$ cat config.mk
export PLATFORM = sky130hd
export DESIGN_NAME = packet_length_average_splitter_top
export DESIGN_NICKNAME = d
export VERILOG_FILES = /design/src/design/plas_pkg.sv /design/src/design/plas_ctrl.sv /design/src/design/plas_dp.sv /design/src/design/packet_length_average_splitter_top.sv
export SDC_FILE = /design/constraint.sdc
export NUM_CORES = 1
export LEC_CHECK = 0
export CAP_MARGIN = 25
export CORE_ASPECT_RATIO = 1.25
export CORE_UTILIZATION = 35
export DETAILED_ROUTE_END_ITERATION = 10
export DONT_BUFFER_PORTS = 1
export PLACE_DENSITY = 0.52
export RECOVER_POWER = 100
export REMOVE_ABC_BUFFERS = 1
export SYNTH_ARGS = -nofsm -noshare
export SYNTH_HDL_FRONTEND = slang
export SYNTH_SLANG_ARGS = --single-unit
$ cat constraint.sdc
create_clock -name clk -period 4.4 [get_ports clk]
set_input_delay 0.44 -clock clk [delete_from_list [all_inputs] [get_ports clk]]
set_output_delay 0.44 -clock clk [all_outputs]
set_load 0.02 [all_outputs]
$ cat src/design/plas_pkg.sv
package plas_pkg;

  localparam int WINDOW = 8;
  localparam int LEN_W  = 16;
  localparam int PTR_W  = (WINDOW > 1) ? $clog2(WINDOW) : 1;
  localparam int CNT_W  = $clog2(WINDOW + 1);
  localparam int SUM_W  = LEN_W + $clog2(WINDOW);
  localparam int STEP_W = $clog2(SUM_W);

  typedef enum logic [1:0] {
    S_IDLE,
    S_DIV,
    S_DONE
  } plas_state_t;

  // controller to datapath
  typedef struct packed {
    logic load;
    logic step;
    logic out_load;
  } plas_cmd_t;

  // datapath to controller
  typedef struct packed {
    logic div_last;
  } plas_sts_t;

endpackage

$ cat src/design/plas_ctrl.sv
module plas_ctrl
  import plas_pkg::*;
(
  input  logic      clk,
  input  logic      rst_n,
  input  logic      in_valid,
  output logic      in_ready,
  output logic      out_valid,
  input  logic      out_ready,
  input  plas_sts_t sts,
  output plas_cmd_t cmd
);

  plas_state_t state_r, state_nxt;
  logic        out_valid_r, out_valid_nxt;

  always_ff @(posedge clk) begin
    if (!rst_n) begin
      state_r     <= S_IDLE;
      out_valid_r <= 1'b0;
    end else begin
      state_r     <= state_nxt;
      out_valid_r <= out_valid_nxt;
    end
  end

  always_comb begin
    state_nxt    = state_r;
    cmd          = '0;
    in_ready     = 1'b0;
    unique case (state_r)
      S_IDLE: begin
        in_ready = 1'b1;
        if (in_valid) begin
          cmd.load  = 1'b1;
          state_nxt = S_DIV;
        end
      end
      S_DIV: begin
        cmd.step = 1'b1;
        if (sts.div_last) begin
          state_nxt = S_DONE;
        end
      end
      S_DONE: begin
        // wait for the output register to free up
        if (!out_valid_r || out_ready) begin
          cmd.out_load = 1'b1;
          state_nxt    = S_IDLE;
        end
      end
      default: state_nxt = S_IDLE;
    endcase
  end

  always_comb begin
    if (cmd.out_load) begin
      out_valid_nxt = 1'b1;
    end else if (out_ready) begin
      out_valid_nxt = 1'b0;
    end else begin
      out_valid_nxt = out_valid_r;
    end
  end

  assign out_valid = out_valid_r;

endmodule

$ cat src/design/plas_dp.sv
module plas_dp
  import plas_pkg::*;
(
  input  logic             clk,
  input  logic             rst_n,
  input  plas_cmd_t        cmd,
  output plas_sts_t        sts,
  input  logic [LEN_W-1:0] in_packet_length,
  input  logic             cfg_we,
  input  logic [LEN_W-1:0] cfg_min_length,
  output logic             out_below_minimum,
  output logic [LEN_W-1:0] out_average_length
);

  logic [LEN_W-1:0]  win_r [WINDOW];
  logic [PTR_W-1:0]  ptr_r;
  logic [SUM_W-1:0]  sum_r;
  logic [CNT_W-1:0]  cnt_r;
  logic [LEN_W-1:0]  min_r;

  // divider: dividend bits shift out of the top, quotient bits shift in at the bottom
  logic [SUM_W-1:0]  dq_r;
  logic [CNT_W-1:0]  rem_r;
  logic [STEP_W-1:0] step_r;

  logic [LEN_W-1:0]  avg_r;
  logic              below_r;

  logic [SUM_W-1:0]  sum_new;
  logic [CNT_W-1:0]  cnt_new;
  logic [PTR_W-1:0]  ptr_new;
  logic [CNT_W:0]    rem_sh;
  logic [CNT_W:0]    rem_diff;
  logic              ge;

  always_comb begin
    sum_new = sum_r - SUM_W'(win_r[ptr_r]) + SUM_W'(in_packet_length);
    cnt_new = (cnt_r == CNT_W'(WINDOW)) ? cnt_r : cnt_r + CNT_W'(1);
    ptr_new = (ptr_r == PTR_W'(WINDOW - 1)) ? '0 : ptr_r + PTR_W'(1);
    rem_sh   = {rem_r, dq_r[SUM_W-1]};
    rem_diff = rem_sh - {1'b0, cnt_r};
    ge       = rem_sh >= {1'b0, cnt_r};
  end

  assign sts.div_last = (step_r == STEP_W'(SUM_W - 1));

  always_ff @(posedge clk) begin
    if (!rst_n) begin
      for (int i = 0; i < WINDOW; i++) begin
        win_r[i] <= '0;
      end
      ptr_r <= '0;
      sum_r <= '0;
      cnt_r <= '0;
      min_r <= '0;
    end else begin
      if (cfg_we) begin
        min_r <= cfg_min_length;
      end
      if (cmd.load) begin
        win_r[ptr_r] <= in_packet_length;
        ptr_r        <= ptr_new;
        sum_r        <= sum_new;
        cnt_r        <= cnt_new;
      end
    end
  end

  always_ff @(posedge clk) begin
    if (cmd.load) begin
      dq_r   <= sum_new;
      rem_r  <= '0;
      step_r <= '0;
    end else if (cmd.step) begin
      rem_r  <= ge ? rem_diff[CNT_W-1:0] : rem_sh[CNT_W-1:0];
      dq_r   <= {dq_r[SUM_W-2:0], ge};
      step_r <= step_r + STEP_W'(1);
    end
    if (cmd.out_load) begin
      avg_r   <= dq_r[LEN_W-1:0];
      below_r <= dq_r[LEN_W-1:0] < min_r;
    end
  end

  assign out_average_length = avg_r;
  assign out_below_minimum  = below_r;

endmodule

$ cat src/design/packet_length_average_splitter_top.sv
// Packet length average splitter: each input word is a packet length; the block keeps the
// last WINDOW lengths, their running sum and a fill count that stops at WINDOW, and returns
// one result word per packet with the truncated average (sum over fill count) and a flag
// set when that average is below min_length. For each packet the window is updated, the
// bit-serial divider works out the quotient of the SUM_W-bit sum one bit at a time, and
// the output register is loaded. A new packet is taken while the previous result still
// waits in the output register. min_length is written through the cfg channel, which is
// always ready; write it only while the block is idle.
module packet_length_average_splitter_top
  import plas_pkg::*;
(
  input  logic             clk,
  input  logic             rst_n,
  input  logic             in_valid,
  output logic             in_ready,
  input  logic [LEN_W-1:0] in_packet_length,
  output logic             out_valid,
  input  logic             out_ready,
  output logic             out_below_minimum,
  output logic [LEN_W-1:0] out_average_length,
  input  logic             cfg_valid,
  output logic             cfg_ready,
  input  logic [LEN_W-1:0] cfg_min_length
);

  plas_cmd_t cmd;
  plas_sts_t sts;

  assign cfg_ready = 1'b1;

  plas_ctrl u_ctrl (
    .clk       (clk),
    .rst_n     (rst_n),
    .in_valid  (in_valid),
    .in_ready  (in_ready),
    .out_valid (out_valid),
    .out_ready (out_ready),
    .sts       (sts),
    .cmd       (cmd)
  );

  plas_dp u_dp (
    .clk                (clk),
    .rst_n              (rst_n),
    .cmd                (cmd),
    .sts                (sts),
    .in_packet_length   (in_packet_length),
    .cfg_we             (cfg_valid & cfg_ready),
    .cfg_min_length     (cfg_min_length),
    .out_below_minimum  (out_below_minimum),
    .out_average_length (out_average_length)
  );

endmodule

==> results.yml, run 1 <==
outcome:
  outcome: "completed"
power_and_ir_drop:
  switching_share_pct: 33.3
  leakage_nw: 4.72
  comb_power_share_pct: 32.7
  intPower_w: 0.00458
  seq_power_share_pct: 39.3
  peakVddDrop_v: 0.000308
  clockPowerShare_pct: 28.1
  powerDensity_nw_per_um2: 552
  p_sw_w: 0.00228
sta:
  finalSetupViolCount: 0
  grt_setup_unrepaired: "no"
  worst-slew-pin-transition_ns: 1.39
  setup_tns_ns: 0
  whs_ns: 0.0390
  slew_headroom_pct: 7.03
  timing.final.crit_share_pct: 91.4
  fin_crit_ns: 4.02
  hold_viol: 0
  slew_violations: 0
  fmax_ghz: 0.249
  timing.final.ws_setup_ns: 0.380
  skew_ns: 0.0219
place:
  routabilityCongestion: 0.821
  dp_hpwl_mm: 17.9
  dpl_cell_area_um2: 11900
  io_buffers: 0
  place_worst_setup_slack_ns: 0.555
setup_path:
  start_kind: "register"
  r2r_slack_ns: 0.38
  slowest_delay_ns: 0.55
  r2r_cells: 11
  end_kind: "register"
  crit_fanout: 24
  cp.arrival_ns: 4.34
  crit_type: "register to register"
  crit_end: "u_dp.dq_r[11]$_DFFE_PP_"
  crit_slowest_cell: "mux4_2"
  r2r_end: "u_dp.dq_r[11]$_DFFE_PP_"
  crit_chain: "buf_12, mux4_2, mux2_2, fa_1, inv_1, ha_1, a21oi_1, o21ai_0, o21bai_1, and3_1, o31ai_1"
  critPathRequiredTime_ns: 4.72
yosys:
  synth_edf_count: 164
  yosysWarnings: 0
  ys_seq_area_share_pct: 53.6
  synth_flop_cell: "edfxtp_1"
  syn_inst: 942
  ys_async_sr_fraction_pct: 0
  avgSynthCellArea_um2: 12.0
  synthesis.area_um2: 11300
  synth_seq_cells: 221
  yosysUniqueCellTypes: 60
clocking:
  clk_latency_ns: 0.53
  cts.sinks: 221
  cts.clk_slew.worst_paths_ns: 0.06
  post_cts_buffers: 0
  cts_tree: "built"
  ctsHoldBuffers: 0
  cts.path.max_buffers: 3
  h-tree-depth: 1
  cts-resized-gates: 0
  cts-root-buf: "clkbuf_16"
  numCtsBuffers: 25
die:
  die_area_um2: 33100
  rows: 73
  initial_core_util_pct: 35.6
  die_y_um: 203
  die_x_um: 163
  ios: 57
  core_um2: 31800
route:
  num_vias: 6911
  viasPerCell: 5.03
  wl_mm: 26.0
  drcViolationCount: 0
  drt_iter0_drc: 327
  drtAntennaViolNets: 0
  dr.pass1.iters: 7
  avgRoutedWirePerCell_um: 18.9
final_layout:
  drive_gt1_share_pct: 9.97
  mostFrequentLayoutCells: "164 x edfxtp_1, 86 x inv_1, 73 x nand2_1"
  final_common_cell: "edfxtp_1"
  fin_area_um2: 12400
  fin_nets: 1044
  final_util_pct: 39.1
  fillers: 3106
  antenna_cells: 0
  areaGrowthSynthToFinish_pct: 9.64
global_routing:
  overflow: 0
  grt_pass1_vias: 7249
  grt_max_degree: 37
  grt_pass1_wl_mm: 41.5
  antenna_found_initial: 0
  grtUsageTotal_pct: 16.2
run:
  maxCapViolCount: 0
min_path:
  hp-class: "input pin to register"
  whs_path_depth: 1
-- area by class of cell --
type | count | area (um^2) | area share [%]
Timing Repair Buffer | 28 | 165 | 1.33
Clock buffer | 33 | 656 | 5.28
Clock inverter | 11 | 78.8 | 0.635
Tap cell | 412 | 515 | 4.15
Sequential cell | 221 | 6070 | 48.8
Inverter | 86 | 323 | 2.60
Multi-Input combinational cell | 584 | 4620 | 37.2
-- cells by family (layout without fill, tap and decap cells) --
logic type / Yosys count / in the layout / share of synthesized area [%]
fa+ha+maj: 61 / 61 / 7.86
xor+xnor: 21 / 21 / 1.75
other cells: 1 / 1 / 0.0331
simple gates: 317 / 317 / 15.2
flops: 221 / 221 / 53.6
buf+inv: 137 / 158 / 4.85
compound gates: 111 / 111 / 6.59
mux: 73 / 73 / 10.2
-- flip-flops by register name, indices dropped and copies added, names as in the netlist, named ones only --
name / flops
u_dp.rem_r: 4
u_dp.out_below_minimum: 1
u_dp.out_average_length: 16
u_dp.cnt_r: 4
u_dp.min_r: 16
u_ctrl.out_valid: 1
u_dp.step_r: 5
u_dp.win_r: 128
u_dp.ptr_r: 3
u_dp.dq_r: 19
u_dp.sum_r: 19
u_ctrl.state_r: 2
-- per-layer routing --
layer	GRT usage (%)	routed length, um
met5	0	0
met4	4.64	597
met3	2.20	1100
met2	28.8	12900
met1	20.4	11400
-- critical path, delay by kind of cell (launching register included) --
family          cells  cell delay [ns]
mux                 2             0.86
fa+ha+maj           2             0.85
flops               1             0.37
compound gates      4             1.17
simple gates        1             0.26
buf+inv             2             0.29
-- power by group through the flow --
stage	sequential (W)	clock [W]	combinational, W
floorplan	0.00270	0	0.00178
global placement	0.00273	0	0.00231
detailed placement	0.00274	0	0.00232
CTS	0.00270	0.00197	0.00233
global route	0.00273	0.00205	0.00255
finish	0.00269	0.00193	0.00224
-- metrics by stage --
step	power, W	std cells
after CTS	0.00700	1374
after detailed placement	0.00506	1330
after floorplan	0.00447	891
after global placement	0.00504	1329
final	0.00686	1375
after global routing	0.00733	1375
-- cell usage after synthesis (4+ instances only) --
cell      number  share of area [%]
and2_1        89                4.9
nor4_1        28                1.5
xnor2_1        9               0.70
nand2b_1      14               0.77
o21ai_1       18               0.80
buf_2         13               0.57
clkbuf_1      29               0.96
xor2_1        11               0.85
ha_1          44                4.9
o21a_1         4               0.27
fa_1          17                3.0
nand3_1       16               0.71
a211oi_1       5               0.33
o21ai_0        6               0.27
a21o_1        15               0.99
and3_1         4               0.22
buf_1          5               0.17
mux2_2        15                1.5
mux2i_1       24                2.1
inv_1         86                2.8
nor2_1        46                1.5
edfxtp_1     164                 43
nand4_1       11               0.61
dfxtp_1       57                 10
nor3_1        23                1.0
nand2_1       72                2.4
mux4_2        32                6.4
a21oi_1       35                1.5
o311ai_1       4               0.31
-- worst min-delay path by stage --
stage | slack [ns] | to | start
after detailed placement | 0.45 | u_dp.sum_r[5]$_SDFFE_PN0P_ | u_dp.sum_r[5]$_SDFFE_PN0P_
after global placement | 0.44 | u_dp.sum_r[5]$_SDFFE_PN0P_ | u_dp.sum_r[5]$_SDFFE_PN0P_
final | 0.04 | u_dp.sum_r[14]$_SDFFE_PN0P_ | rst_n
after CTS | 0.02 | u_dp.sum_r[14]$_SDFFE_PN0P_ | rst_n
after floorplan | 0.44 | u_dp.sum_r[0]$_SDFFE_PN0P_ | u_dp.sum_r[0]$_SDFFE_PN0P_
after global routing | 0.02 | u_dp.sum_r[14]$_SDFFE_PN0P_ | rst_n
(Power assumes the default switching activity.)
==> run 2: changes to the inputs <==
==> constraint.sdc (replaced) <==
create_clock -name clk -period 4.2 [get_ports clk]
set_input_delay 0.42 -clock clk [delete_from_list [all_inputs] [get_ports clk]]
set_output_delay 0.42 -clock clk [all_outputs]
set_load 0.02 [all_outputs]
==> run 2 against run 1 <==
  * The flow now finishes with violations (capacitance limit, slew limit)
  * Register-to-register slack lost 0.12 ns
  * Cell count grew 0.22%
  * Wire length is essentially flat
  * Clock skew shrank 0.013 ns
  * Die area is the same
  * Critical path depth grew 1
  * Clock power grew 21%
  * Highest routed layer unchanged
==> results.yml, run 2 (synthesis gave the netlist of run 1 again) <==
outcome:
  outcome: "finished, violations left"
  violations: "capacitance limit, slew limit"
route:
  drtAntennaViolNets: 0
  avgRoutedWirePerCell_um: 18.9
  drcViolationCount: 0
  dr.pass1.iters: 4
  num_vias: 6870
  drt_iter0_drc: 269
  wl_mm: 26.0
  viasPerCell: 4.99
power_and_ir_drop:
  leakage_nw: 4.80
  peakVddDrop_v: 0.000336
  powerDensity_nw_per_um2: 599
global_routing:
  grt_pass1_vias: 7075
  grtUsageTotal_pct: 16.0
  grt_max_degree: 42
  grt_pass1_wl_mm: 40.8
  overflow: 0
  antenna_found_initial: 0
sta:
  fmax_ghz: 0.254
  setup_tns_ns: 0
  slew_violations: 18
  fin_crit_ns: 3.94
  worst-slew-pin-transition_ns: 1.61
  hold_viol: 0
  finalSetupViolCount: 0
  skew_ns: 0.00908
  slew_headroom_pct: -7.22
  timing.final.ws_setup_ns: 0.265
  grt_setup_unrepaired: "no"
  timing.final.crit_share_pct: 93.7
die:
  rows: 73
  die_area_um2: 33100
  initial_core_util_pct: 35.6
  die_x_um: 163
  core_um2: 31800
  ios: 57
  die_y_um: 203
setup_path:
  r2r_cells: 12
  critPathRequiredTime_ns: 4.54
  end_kind: "register"
  start_kind: "register"
  r2r_slack_ns: 0.26
  crit_type: "register to register"
  crit_fanout: 10
  r2r_end: "u_dp.dq_r[18]$_DFFE_PP_"
  cp.arrival_ns: 4.28
min_path:
  whs_endpoint: "u_dp.sum_r[14]$_SDFFE_PN0P_"
  hp-class: "input pin to register"
  whs_path_depth: 1
  hp-start: "rst_n"
final_layout:
  fin_area_um2: 12600
  largest_reg_flops: 128
  final_common_cell: "edfxtp_1"
  mostFrequentLayoutCells: "164 x edfxtp_1, 86 x inv_1, 72 x nand2_1"
  antenna_cells: 0
  drive_gt1_share_pct: 11.2
  fillers: 3067
  areaGrowthSynthToFinish_pct: 11.2
  fin_nets: 1047
  final_util_pct: 39.6
  reg_top3: "u_dp.win_r: 128 flops, u_dp.dq_r: 19 flops, u_dp.sum_r: 19 flops"
  top_register: "u_dp.win_r"
place:
  routabilityCongestion: 0.819
  io_buffers: 0
  dpl_cell_area_um2: 11900
  dp_hpwl_mm: 17.7
  place_worst_setup_slack_ns: 0.319
clocking:
  cts.clk_slew.worst_paths_ns: 0.06
  h-tree-depth: 1
  clk_latency_ns: 0.52
  post_cts_buffers: 0
  cts.path.max_buffers: 3
  cts-resized-gates: 0
  cts.sinks: 221
  numCtsBuffers: 25
  ctsHoldBuffers: 0
  cts_tree: "built"
  cts-root-buf: "clkbuf_16"
run:
  maxCapViolCount: 1
[run 2: cell types whose count changed in the layout (fill, tap and decap cells not counted), sizes merged]
cell      change
bufinv        +5
clkbuf        -5
buf           +3
clkinvlp      +1
inv           -1
[run 2: critical path, cell delays in order, from the launching register on]
cell      delay (ns)
dfxtp_2         0.35
buf_4           0.24
mux4_2          0.52
mux2_2          0.28
fa_1            0.48
inv_1           0.07
fa_1            0.45
a21o_1          0.21
a221oi_4        0.36
o21ai_4         0.13
a21oi_1         0.28
xnor3_1         0.27
o21ai_1         0.12
[run 2: worst max path at each step]
stage             start  cells after the start  slack [ns]                 endpoint
3_3_place_gp   register                     12        0.34  u_dp.dq_r[16]$_DFFE_PP_
6_report       register                     12        0.26  u_dp.dq_r[18]$_DFFE_PP_
2_1_floorplan  register                     11       -0.53  u_dp.dq_r[16]$_DFFE_PP_
3_5_place_dp   register                     12        0.32  u_dp.dq_r[12]$_DFFE_PP_
5_1_grt        register                     12        0.05   u_dp.dq_r[7]$_DFFE_PP_
4_1_cts        register                     12        0.28  u_dp.dq_r[12]$_DFFE_PP_
[run 2: area by class of cell]
| cell class | instances | area (um^2) | share of cell area [%] |
|---|---|---|---|
| clock inverter | 16 | 226 | 1.80 |
| inverter | 86 | 323 | 2.56 |
| timing repair buffer | 31 | 201 | 1.60 |
| tap | 412 | 515 | 4.09 |
| sequential | 221 | 6070 | 48.2 |
| multi-input combinational | 584 | 4620 | 36.7 |
| clock buffer | 28 | 637 | 5.06 |
[run 2: per-stage QoR]
stage          cells  hold slack (ns)  total power (W)
2_1_floorplan    891            0.436          0.00469
4_1_cts         1378          0.00432          0.00769
3_3_place_gp    1333            0.443          0.00531
6_report        1378           0.0339          0.00754
3_5_place_dp    1334            0.450          0.00533
5_1_grt         1378           0.0170          0.00802
[run 2: metal layers]
layer / GRT usage [%] / vias up / wire length (um)
li1: - / 3362 / -
met4: 4.74 / 0 / 574
met1: 20.6 / 3347 / 11600
met2: 27.9 / 125 / 12800
met3: 2.09 / 36 / 969
met5: 0 / - / 0
[run 2: where the power goes]
part	internal, W	switching (W)
clock network	0.00145	0.000882
logic	0.00100	0.00138
registers	0.00266	0.000161
